<file path="src/rtl/pctc_pkg.sv">
// Shared types and constants for the partial-correlation to Cholesky streamer.
// No dependencies; used by pctc_sqrt, pctc_mul and the top level.
`timescale 1ns / 1ps

package pctc_pkg;

    localparam int FRAC_BITS  = 30;
    localparam int MAX_DIM    = 64;
    localparam int DATA_W     = 32;
    localparam int DIM_W      = 7;
    localparam int IDX_W      = 6;
    localparam int SUM_W      = 32;
    localparam int ROOT_W     = FRAC_BITS + 1;
    localparam int RAD_W      = 2 * ROOT_W;
    localparam int PROD_W     = 2 * ROOT_W;
    localparam int SQRT_CNT_W = $clog2(ROOT_W);

    localparam int DIM_LIM_I = (MAX_DIM < 64) ? MAX_DIM : 64;

    localparam logic [DIM_W-1:0] DIM_MIN = DIM_W'(2);
    localparam logic [DIM_W-1:0] DIM_LIM = DIM_W'(DIM_LIM_I);

    // 1.0 and 2.0 in the row-sum format
    localparam logic [SUM_W-1:0] ONE_SUM = SUM_W'(1) << FRAC_BITS;
    localparam logic [SUM_W-1:0] TWO_SUM = SUM_W'(2) << FRAC_BITS;

    typedef struct packed {
        logic [DIM_W-1:0] dimension;
    } cfg_data_t;

    typedef struct packed {
        logic signed [DATA_W-1:0] z_value;
    } z_data_t;

    typedef struct packed {
        logic signed [DATA_W-1:0] factor_value;
        logic [IDX_W-1:0]         row_index;
        logic [IDX_W-1:0]         col_index;
        logic                     last_of_run;
        logic                     matrix_done;
    } result_t;

    typedef enum logic [3:0] {
        ST_IDLE,
        ST_ORIGIN,
        ST_ROOT,
        ST_ROOT_WAIT,
        ST_MUL_E,
        ST_EMIT_E,
        ST_MUL_SQ,
        ST_ACC,
        ST_DIAG_ROOT,
        ST_DIAG_WAIT,
        ST_EMIT_D
    } state_t;

endpackage

</file>
<file path="src/rtl/pctc_mul.sv">
// Shared unsigned multiplier with a registered product.
// Depends on pctc_pkg for operand widths.
`timescale 1ns / 1ps

module pctc_mul (
    input  logic                        clk,
    input  logic                        en,
    input  logic [pctc_pkg::ROOT_W-1:0] a,
    input  logic [pctc_pkg::ROOT_W-1:0] b,
    output logic [pctc_pkg::PROD_W-1:0] prod
);

    logic [pctc_pkg::PROD_W-1:0] prod_reg;

    always_ff @(posedge clk)
    begin
        if (en)
        begin
            prod_reg <= pctc_pkg::PROD_W'(a) * pctc_pkg::PROD_W'(b);
        end
    end

    assign prod = prod_reg;

endmodule

</file>
<file path="config.mk">
export PLATFORM = sky130hd
export DESIGN_NAME = pctc_mul
export DESIGN_NICKNAME = d
export VERILOG_FILES = /design/src/rtl/pctc_pkg.sv /design/src/rtl/pctc_mul.sv
export SDC_FILE = /design/constraint.sdc
export NUM_CORES = 2
export LEC_CHECK = 0
export BUFFER_PORTS_ARGS = -buffer_cell sky130_fd_sc_hd__buf_2
export CAP_MARGIN = 15
export CORE_MARGIN = 10
export CORE_UTILIZATION = 40
export CTS_CLUSTER_SIZE = 10
export DETAILED_ROUTE_END_ITERATION = 7
export PLACE_DENSITY_LB_ADDON = 0.15
export SYNTH_ARGS = -nofsm -noshare
export SYNTH_HDL_FRONTEND = slang
export SYNTH_SLANG_ARGS = --single-unit
export TNS_END_PERCENT = 30
</file>
<file path="constraint.sdc">
create_clock -name clk -period 10.2 [get_ports clk]
set_input_delay 3.06 -clock clk [delete_from_list [all_inputs] [get_ports clk]]
set_output_delay 3.06 -clock clk [all_outputs]
set_load 0.1 [all_outputs]
</file>
==> impl_results.md <==
* First-pass GRT wire length at between 100000 and 150000 um
* Post-CTS Hold Buffers at 0
* Initial antenna violation count at 7
* Share of layout cells above drive strength 1 at 10.9%
* Routability Congestion at around 0.86
* Non-filler cells, final at 4757
* Gr ovfl total at 0
* Post-synthesis cell area at about 33000 um^2
* Most frequent cells in the layout: fa_1 (837), inv_1 (768), and2_1 (525)
* Fmax at ~100 MHz
* Hold Fails Final Rpt at 0
* Met1 Resource Use GR at 24.6%
* M2 GR Usage at a little under two fifths
* DRC at 0
* I/O pin count at 126
* Post-route clock period utilization at 97.3%
* Num CTS Buffers at 9
* Gr usage total at 20.1%
* Crit path capture type: flop
* I/O Buffers at 125
* Max Fanout on Critical Path at 14
* Met3 global-route usage at 1.69%
* H-tree depth at 3
* Post-Synth Adder-Cell Area at 60.1%
* Critical path launch point type: primary input
* Compound-Gate Fraction of Synth Area at 4.31%
* Sequential cell area fraction in the yosys report at 5.61%
* Avg Cell Area, Syn at 9.42 um^2
* Mapped Cells at 3520
* Max reg flops at 62
* DR pass1 iterations at 5
* Post-synthesis register bit count at 62
* Post-synth EDFFs at 62
* Routed Wire Length at roughly 90000 um
* Starting Density at 40.4%
* Status: complete, no violations
* Synth Area in XOR/XNOR at 1.58%
* TritonCTS clock tree: built
* Die span in y at 308 um
* Maximum clock insertion buffer count at 2
* Final worst slack at 0.272 ns
* Distinct cells, synth at 57
* Most common library cell in the layout ignoring fill and taps: fa_1
* RSZ-0062 raised after global routing: false
* Largest net degree at the start of global routing at 63
* 1st-iter DRT viols at 981
* Cell row count at 105
* Crit path required time at about 10 ns
* Routed wire per std cell at 19.3 um
* Slew Viols, Final at 0
* Final ANT Viol Nets at 0
* Die Area at 94900 um^2
* WP data arrival at 10.02 ns
* Core Area at 82100 um^2
* Final setup vio count at 0
* Main synth FF type: edfxtp_1
* CP startpoint: b[6]
* DR vias at 23400
* Nets at 4836
* Clock-pin slew of the registers on the worst-case setup and hold paths at 0.06 ns
* Max_slew headroom at 44.1%
* Detailed Place HPWL at 82800 um
* Synth warnings at 0
* Simple-Gate Fraction of Synth Area at roughly 17%
* DR vias/cell at ~5
* Hold WC Path Type: in2reg
* Syn_nets at 4676
* Max-cap violations at 0
* Global route hottest layer: met2
* End of the critical path: prod[60]
* Worst-Margin Slew at 0.838 ns
* Setup CP Type: in2reg
* Die width at 308 um
* Tmin final at 9.93 ns
* TritonCTS sink count at 62
* Pre-CTS WS at -0.225 ns
* DP Cell Count at 4739
* Mux contribution to synthesized area at 0.0339%
* Synthesis-to-finish area growth at 10.3%
* Vias in the first global route at around 26000
* Largest family of logic cells by synthesized area: adder cells
* Root Driver: clkbuf_16
* Ys async rst share at 0%
cell type report:
class | count | area [um^2]
fillers | 8142 | 45500
multi-input cells | 2477 | 27600
inverters | 768 | 2880
repair buffers | 362 | 2550
flip-flops and latches | 62 | 1860
well taps | 1070 | 1340
clock buffers | 9 | 225
clock inverters | 7 | 98.8
diodes | 2 | 5.00
worst min-delay path by stage:
stage              from        to  cells after the start  slack [ns]
2_1_floorplan        en   prod[0]                      0        3.17
3_3_place_gp   prod[30]  prod[30]                      1        3.68
3_5_place_dp   prod[26]  prod[26]                      1        3.69
4_1_cts              en  prod[61]                      2        3.46
5_1_grt              en  prod[53]                      2        3.50
6_report             en  prod[61]                      2        3.43
synthesized netlist by cell type (all sizes together), types with 8 or more instances:
master  instances  share of area [%]
o21ai          31               0.49
a211oi          9               0.27
nand4          25               0.49
a21oi          62               0.95
ha            255                9.6
nor3            8               0.12
buf            12               0.18
nor2           31               0.35
edfxtp         62                5.6
xor2           23               0.61
nand2         482                5.5
xnor2          37               0.98
nand3          12               0.18
fa            837                 51
o21a            9               0.20
clkbuf        201                2.3
o21bai         13               0.29
inv           768                8.7
a21o           49                1.1
and2          526                9.9
per-layer routing:
metal	routed length, um	vias up
met4	2040	8
met2	50600	370
met5	52	-
li1	-	10600
met3	2750	95
met1	36600	12300
metrics by stage:
stage | utilization, % | hold WS (ns) | TNS [ns] | area (um^2)
CTS | 44.5 | 3.46 | 0 | 36600
floorplan | - | 3.17 | 0 | 33200
global placement | 44.2 | 3.68 | -0.214 | 36300
detailed placement | 44.2 | 3.69 | -0.399 | 36300
finish | 44.6 | 3.43 | 0 | 36600
global route | 44.6 | 3.50 | 0 | 36600
kinds of logic (layout without fill, tap and decap cells):
| logic type | Yosys count | count (layout) |
|---|---|---|
| other | 0 | 2 |
| multiplexers | 1 | 1 |
| XOR/XNOR | 60 | 60 |
| buffers and inverters | 981 | 1146 |
| flip-flops | 62 | 62 |
| AO/OA/AOI/OAI | 210 | 210 |
| AND/OR/NAND/NOR | 1114 | 1114 |
| adder cells (fa/ha/maj) | 1092 | 1092 |
worst max-delay path, cell delays in order:
cell and delay, ns:
buf_2 0.22, buf_4 0.23, and2_1 0.15, fa_1 0.39, fa_1 0.46, fa_1 0.54, inv_1 0.05, fa_1 0.47
inv_1 0.05, fa_1 0.50, inv_1 0.06, fa_1 0.54, inv_1 0.05, fa_1 0.49, fa_1 0.46, ha_1 0.31
a21o_1 0.17, a21o_1 0.17, a21o_1 0.18, a221o_1 0.39, a32oi_1 0.27, o2111ai_2 0.23, a31oi_2 0.33, o21ai_2 0.08
xor2_1 0.14
timing repair:
item / in CTS / in global routing
endpoints found under the setup margin: 0 / 2
resized for setup: 0 / 2
setup buffers: 0 / 0
Power is not shown: default switching activity piles up to over one toggle a cycle in this logic, so the estimate is an artifact.
