## src/rtl/pctc_pkg.sv

```systemverilog
// Shared types and constants for the partial-correlation to Cholesky streamer.
// No dependencies; used by pctc_sqrt, pctc_mul and the top level.
`timescale 1ns / 1ps

package pctc_pkg;

    localparam int FRAC_BITS  = 30;
    localparam int MAX_DIM    = 64;
    localparam int DATA_W     = 32;
    localparam int DIM_W      = 7;
    localparam int IDX_W      = 6;
    localparam int SUM_W      = 32;
    localparam int ROOT_W     = FRAC_BITS + 1;
    localparam int RAD_W      = 2 * ROOT_W;
    localparam int PROD_W     = 2 * ROOT_W;
    localparam int SQRT_CNT_W = $clog2(ROOT_W);

    localparam int DIM_LIM_I = (MAX_DIM < 64) ? MAX_DIM : 64;

    localparam logic [DIM_W-1:0] DIM_MIN = DIM_W'(2);
    localparam logic [DIM_W-1:0] DIM_LIM = DIM_W'(DIM_LIM_I);

    // 1.0 and 2.0 in the row-sum format
    localparam logic [SUM_W-1:0] ONE_SUM = SUM_W'(1) << FRAC_BITS;
    localparam logic [SUM_W-1:0] TWO_SUM = SUM_W'(2) << FRAC_BITS;

    typedef struct packed {
        logic [DIM_W-1:0] dimension;
    } cfg_data_t;

    typedef struct packed {
        logic signed [DATA_W-1:0] z_value;
    } z_data_t;

    typedef struct packed {
        logic signed [DATA_W-1:0] factor_value;
        logic [IDX_W-1:0]         row_index;
        logic [IDX_W-1:0]         col_index;
        logic                     last_of_run;
        logic                     matrix_done;
    } result_t;

    typedef enum logic [3:0] {
        ST_IDLE,
        ST_ORIGIN,
        ST_ROOT,
        ST_ROOT_WAIT,
        ST_MUL_E,
        ST_EMIT_E,
        ST_MUL_SQ,
        ST_ACC,
        ST_DIAG_ROOT,
        ST_DIAG_WAIT,
        ST_EMIT_D
    } state_t;

endpackage

```

## src/rtl/pctc_sqrt.sv

```systemverilog
// Restoring bit-serial square root: floor(sqrt(operand * 2^FRAC_BITS)).
// One root bit per cycle; depends on pctc_pkg.
`timescale 1ns / 1ps

module pctc_sqrt (
    input  logic                       clk,
    input  logic                       rst_n,
    input  logic                       start,
    input  logic [pctc_pkg::ROOT_W-1:0] operand,
    output logic                       done,
    output logic [pctc_pkg::ROOT_W-1:0] root
);

    logic [pctc_pkg::RAD_W-1:0]      rad_reg;
    logic [pctc_pkg::ROOT_W+1:0]     rem_reg;
    logic [pctc_pkg::ROOT_W-1:0]     root_reg;
    logic [pctc_pkg::SQRT_CNT_W-1:0] count_reg;
    logic                            busy_reg;
    logic                            done_reg;

    logic [pctc_pkg::ROOT_W+3:0] rem_shift;
    logic [pctc_pkg::ROOT_W+3:0] trial;
    logic                        fits;
    logic [pctc_pkg::ROOT_W+1:0] rem_next;
    logic [pctc_pkg::ROOT_W-1:0] root_next;

    always_comb
    begin
        rem_shift = {rem_reg, rad_reg[pctc_pkg::RAD_W-1 -: 2]};
        trial     = (pctc_pkg::ROOT_W+4)'({root_reg, 2'b01});
        fits      = (rem_shift >= trial);
        rem_next  = fits ? (pctc_pkg::ROOT_W+2)'(rem_shift - trial)
                         : rem_shift[pctc_pkg::ROOT_W+1:0];
        root_next = {root_reg[pctc_pkg::ROOT_W-2:0], fits};
    end

    always_ff @(posedge clk or negedge rst_n)
    begin
        if (!rst_n)
        begin
            busy_reg  <= 1'b0;
            done_reg  <= 1'b0;
            count_reg <= '0;
        end
        else if (start)
        begin
            busy_reg  <= 1'b1;
            done_reg  <= 1'b0;
            count_reg <= pctc_pkg::SQRT_CNT_W'(pctc_pkg::ROOT_W - 1);
        end
        else if (busy_reg)
        begin
            if (count_reg == '0)
            begin
                busy_reg <= 1'b0;
                done_reg <= 1'b1;
            end
            else
            begin
                count_reg <= count_reg - 1'b1;
            end
        end
        else
        begin
            done_reg <= 1'b0;
        end
    end

    always_ff @(posedge clk)
    begin
        if (start)
        begin
            rad_reg  <= {1'b0, operand, {pctc_pkg::FRAC_BITS{1'b0}}};
            rem_reg  <= '0;
            root_reg <= '0;
        end
        else if (busy_reg)
        begin
            rad_reg  <= {rad_reg[pctc_pkg::RAD_W-3:0], 2'b00};
            rem_reg  <= rem_next;
            root_reg <= root_next;
        end
    end

    assign done = done_reg;
    assign root = root_reg;

endmodule

```

## config.mk

```make
export PLATFORM = sky130hd
export DESIGN_NAME = pctc_sqrt
export DESIGN_NICKNAME = d
export VERILOG_FILES = /design/src/rtl/pctc_pkg.sv /design/src/rtl/pctc_sqrt.sv
export SDC_FILE = /design/constraint.sdc
export NUM_CORES = 1
export LEC_CHECK = 0
export BUFFER_PORTS_ARGS = -buffer_cell sky130_fd_sc_hd__buf_2
export CAP_MARGIN = 30
export CORE_ASPECT_RATIO = 1.1
export CORE_MARGIN = 2
export CORE_UTILIZATION = 66
export CTS_BUF_LIST = sky130_fd_sc_hd__clkbuf_4 sky130_fd_sc_hd__clkbuf_8
export DETAILED_ROUTE_END_ITERATION = 7
export GPL_TIMING_DRIVEN = 0
export PLACE_DENSITY_LB_ADDON = 0.1
export SYNTH_ARGS = -nofsm -noshare
export SYNTH_HDL_FRONTEND = slang
export SYNTH_SLANG_ARGS = --single-unit
```

## constraint.sdc

```tcl
create_clock -name clk -period 6.7 [get_ports clk]
set_clock_uncertainty 0.15 [all_clocks]
set_input_delay 0.335 -clock clk [delete_from_list [all_inputs] [get_ports clk]]
set_output_delay 0.335 -clock clk [all_outputs]
set_load 0.05 [all_outputs]
```

==> results_dict.tcl <==
set metrics [dict create \
    place_worst_setup_slack_ps 3490 \
    reg2reg_to "rem_reg[23]" \
    layout_commonest_cell "sky130_fd_sc_hd__buf_2" \
    grt_start_max_net_pins 28 \
    reg2reg_slack_ps 3400 \
    detailroute.via_count 5342 \
    timing.max_slew.rel_slack 0.440 \
    port_buffer_cells 65 \
    part_of_the_yosys_area_used_for_sequential_elements 0.386 \
    post-route-period-util 0.493 \
    tightest_slew_ps 839 \
    timing.final.ws_setup_ps 3400 \
    global_route.overflow_total 0 \
    endpoint_with_the_worst_hold_slack "rad_reg[31]" \
    synthesis.yosys.warnings 0 \
    clock_tree.buffer_depth 2 \
    clk_pin_slew_ps 100 \
    crit_path_end_kind "flip-flop" \
    areaGrowthSynthToFinish_pct 11.7 \
    totalNegativeSetupSlack_ps 0 \
    ir_drop_mv 0.241 \
    number_of_drc_violations_after_detailed_routing_iteration_0 309 \
    timing.max_cap.violations 0 \
    rsz0062_at_grt "false" \
    num-fill-cells 728 \
    synth_seq_cells 103 \
    cp-start-kind "flip-flop" \
    period_needed_ps 3300 \
    die-height_um 106 \
    routability_congestion 0.941 \
    grt.met2_usage 0.528 \
    vias_per_cell 6.12 \
    setup_violations 0 \
    fin_nets 820 \
    hold_path_depth 2 \
    synthCells 673 \
    synth_edf_count 31 \
    cpMaxStageDelayCell "sky130_fd_sc_hd__nor4_2" \
    synth.cell_area_sq_um 6230 \
    globalRouteTotalUtil 0.308 \
    power_per_cell_area_nw_per_um2 456 \
    crit-reg2reg-launch "root[24]" \
    synth_nets 742 \
    worst_ep_arrival_time_ps 3450 \
    power_leakage_nw 3.13 \
    crit_path_cell_trace "inv_1 -> ha_1 -> clkbuf_1 -> nand4_1 -> nor4_2 -> nand3_1 -> and3_1 -> a21oi_1 -> buf_4 -> buf_6 -> nand2_1 -> a311oi_2" \
    postSynthAreaPerCell_sq_um 9.26 \
    timing_worst_setup_path_type "flip-flop to flip-flop" \
    worst_skew_pair.late_latency_ps 390 \
    antenna_violations_before_repair 0 \
    timing.critical_path.fanout_max 10 \
    post-cts-setup-buffers 0 \
    ys.flop_type "sky130_fd_sc_hd__dfxtp_1" \
    grt.met3_usage 0.0368 \
    clock_tree_from_tritoncts "done" \
    most-common-layout-cells "sky130_fd_sc_hd__buf_2 (73), sky130_fd_sc_hd__dfxtp_1 (65), sky130_fd_sc_hd__nor2_1 (64), sky130_fd_sc_hd__nand2_1 (61), sky130_fd_sc_hd__inv_1 (48)" \
    antenna_violating_nets_post_route 0 \
    peak_usage_layer_in_the_global_routing_report "met2" \
    hpwl_reported_at_the_end_of_detailed_placement_um 11500 \
    hp-start "operand[1]" \
    design_power_total_mw 3.17 \
    htree_levels 3 \
    die_width_um 96.6 \
    grt_pass1_vias 5187 \
    number_of_buffers_created_by_cts 9 \
    hold_viol 0 \
    clkSinkCount 103 \
    num_rows 37 \
    cts-root-buf "sky130_fd_sc_hd__clkbuf_8" \
    achievable-frequency_mhz 303 \
    post_drt_wl_per_cell_um 17.8 \
    grt_util_met1 0.390 \
    reg2regPathDepth 12 \
    largest_register_ffs 33 \
    worst_path_largest_cell_delay_ps 410 \
    yosysUniqueCellTypes 67 \
    num_io_pins 66 \
    synthArstFlopShare 0.0680 \
    final_core_util 0.751 \
    drc 0 \
    run_status "complete, no violations" \
    routed_wl_um 15500 \
    timing.hold.worst.class "input port to flip-flop" \
    die-area_sq_um 10200 \
    core_area_sq_um 9260 \
    dr.pass1.iters 7 \
    start_util 0.673 \
    drive_gt1_frac 0.197 \
    slew_viol_final 0 \
    diodes 0 \
    wire_length_of_the_first_global_routing_pass_um 25200 \
    worst-endpoint-required_ps 6850 \
]
## worst max path at each step
stage | end | depth (start not counted) | from
after global routing | rem_reg[23] | 12 | root[19]
final | rem_reg[23] | 12 | root[24]
after global placement | rem_reg[23] | 12 | root[24]
after detailed placement | rem_reg[23] | 12 | root[24]
after CTS | rem_reg[23] | 12 | root[24]
after floorplan | rem_reg[20] | 13 | root[18]
## logic make-up (layout without fill, tap and decap cells)
| family | count (synthesis) | count (layout) | synth area share |
|---|---|---|---|
| buffers and inverters | 86 | 169 | 0.0615 |
| DFF | 103 | 103 | 0.386 |
| AOI/OAI and AO/OA | 146 | 146 | 0.168 |
| adders and majority gates | 35 | 35 | 0.0703 |
| muxes | 72 | 72 | 0.122 |
| and+or+nand+nor | 201 | 201 | 0.150 |
| xor gates and xnor gates | 30 | 30 | 0.0422 |
## area by class of cell
class / count / area [sq um] / share of cell area
Buffer: 38 / 203 / 0.0291
Clock buffer: 9 / 124 / 0.0178
Clock inverter: 7 / 93.8 / 0.0135
Inverter: 48 / 180 / 0.0259
Multi-Input combinational cell: 484 / 3440 / 0.494
Sequential cell: 103 / 2410 / 0.346
Tap cell: 117 / 146 / 0.0210
Timing Repair Buffer: 67 / 363 / 0.0522
## Yosys cell counts (4+ instances only)
cell type	number	area (sq um)
sky130_fd_sc_hd__clkbuf_1	15	56.3
sky130_fd_sc_hd__dfrtp_1	7	175
sky130_fd_sc_hd__mux2i_1	43	430
sky130_fd_sc_hd__inv_1	48	180
sky130_fd_sc_hd__buf_2	8	40.0
sky130_fd_sc_hd__o21ai_0	20	100
sky130_fd_sc_hd__nor3_1	7	35.0
sky130_fd_sc_hd__o211ai_1	5	37.5
sky130_fd_sc_hd__buf_6	6	67.6
sky130_fd_sc_hd__nand3_1	24	120
sky130_fd_sc_hd__nor4_1	4	25.0
sky130_fd_sc_hd__a32oi_1	9	78.8
sky130_fd_sc_hd__a211oi_1	10	75.1
sky130_fd_sc_hd__mux2_2	29	327
sky130_fd_sc_hd__edfxtp_1	31	931
sky130_fd_sc_hd__a21oi_1	38	190
sky130_fd_sc_hd__nand4_1	8	50.1
sky130_fd_sc_hd__dfxtp_1	65	1300
sky130_fd_sc_hd__o31ai_1	5	37.5
sky130_fd_sc_hd__a21o_1	7	52.6
sky130_fd_sc_hd__o311ai_1	8	70.1
sky130_fd_sc_hd__ha_1	35	438
sky130_fd_sc_hd__nand2_2	5	31.3
sky130_fd_sc_hd__a311oi_2	5	75.1
sky130_fd_sc_hd__nor2b_1	4	25.0
sky130_fd_sc_hd__buf_1	7	26.3
sky130_fd_sc_hd__xnor2_1	21	184
sky130_fd_sc_hd__nand2_1	61	229
sky130_fd_sc_hd__xor2_1	9	78.8
sky130_fd_sc_hd__o21ai_1	8	40.0
sky130_fd_sc_hd__nor2_1	64	240
sky130_fd_sc_hd__and2_1	4	25.0
## worst max-delay path: cells and delay by family (launching register included)
kind,cells,cell delay [ps]
buf+inv,4,860
compound gates,2,410
simple gates,5,1140
fa+ha+maj,1,290
flops,1,380
## what timing repair did
action	4_1_cts	5_1_grt
hold buffers	1	0
resized for setup	0	0
hold endpoints to repair	7	0
## metal layers
| metal | share of wire | wire length (um) | vias up |
|---|---|---|---|
| met3 | 0.052 | 803 | 32 |
| met4 | 0.029 | 456 | 0 |
| met1 | 0.43 | 6680 | 2546 |
| met5 | 0 | 0 | - |
| met2 | 0.49 | 7600 | 188 |
| li1 | - | - | 2576 |
## stage by stage
| stage | hold WS, ps | cells | cell area, sq um |
|---|---|---|---|
| detailed placement | 23.0 | 856 | 6730 |
| global placement | 15.8 | 855 | 6700 |
| global route | 94.2 | 873 | 6960 |
| floorplan | -111 | 673 | 6230 |
| finish | 83.4 | 873 | 6960 |
| CTS | 85.1 | 873 | 6960 |
## power by group
| part | internal (mW) | switching (mW) | total [mW] |
|---|---|---|---|
| Combinational | 0.803 | 1.10 | 1.90 |
| Clock | 0.212 | 0.230 | 0.442 |
| Sequential | 0.749 | 0.0809 | 0.830 |
| Total | 1.76 | 1.41 | 3.17 |
(Power assumes the default switching activity.)
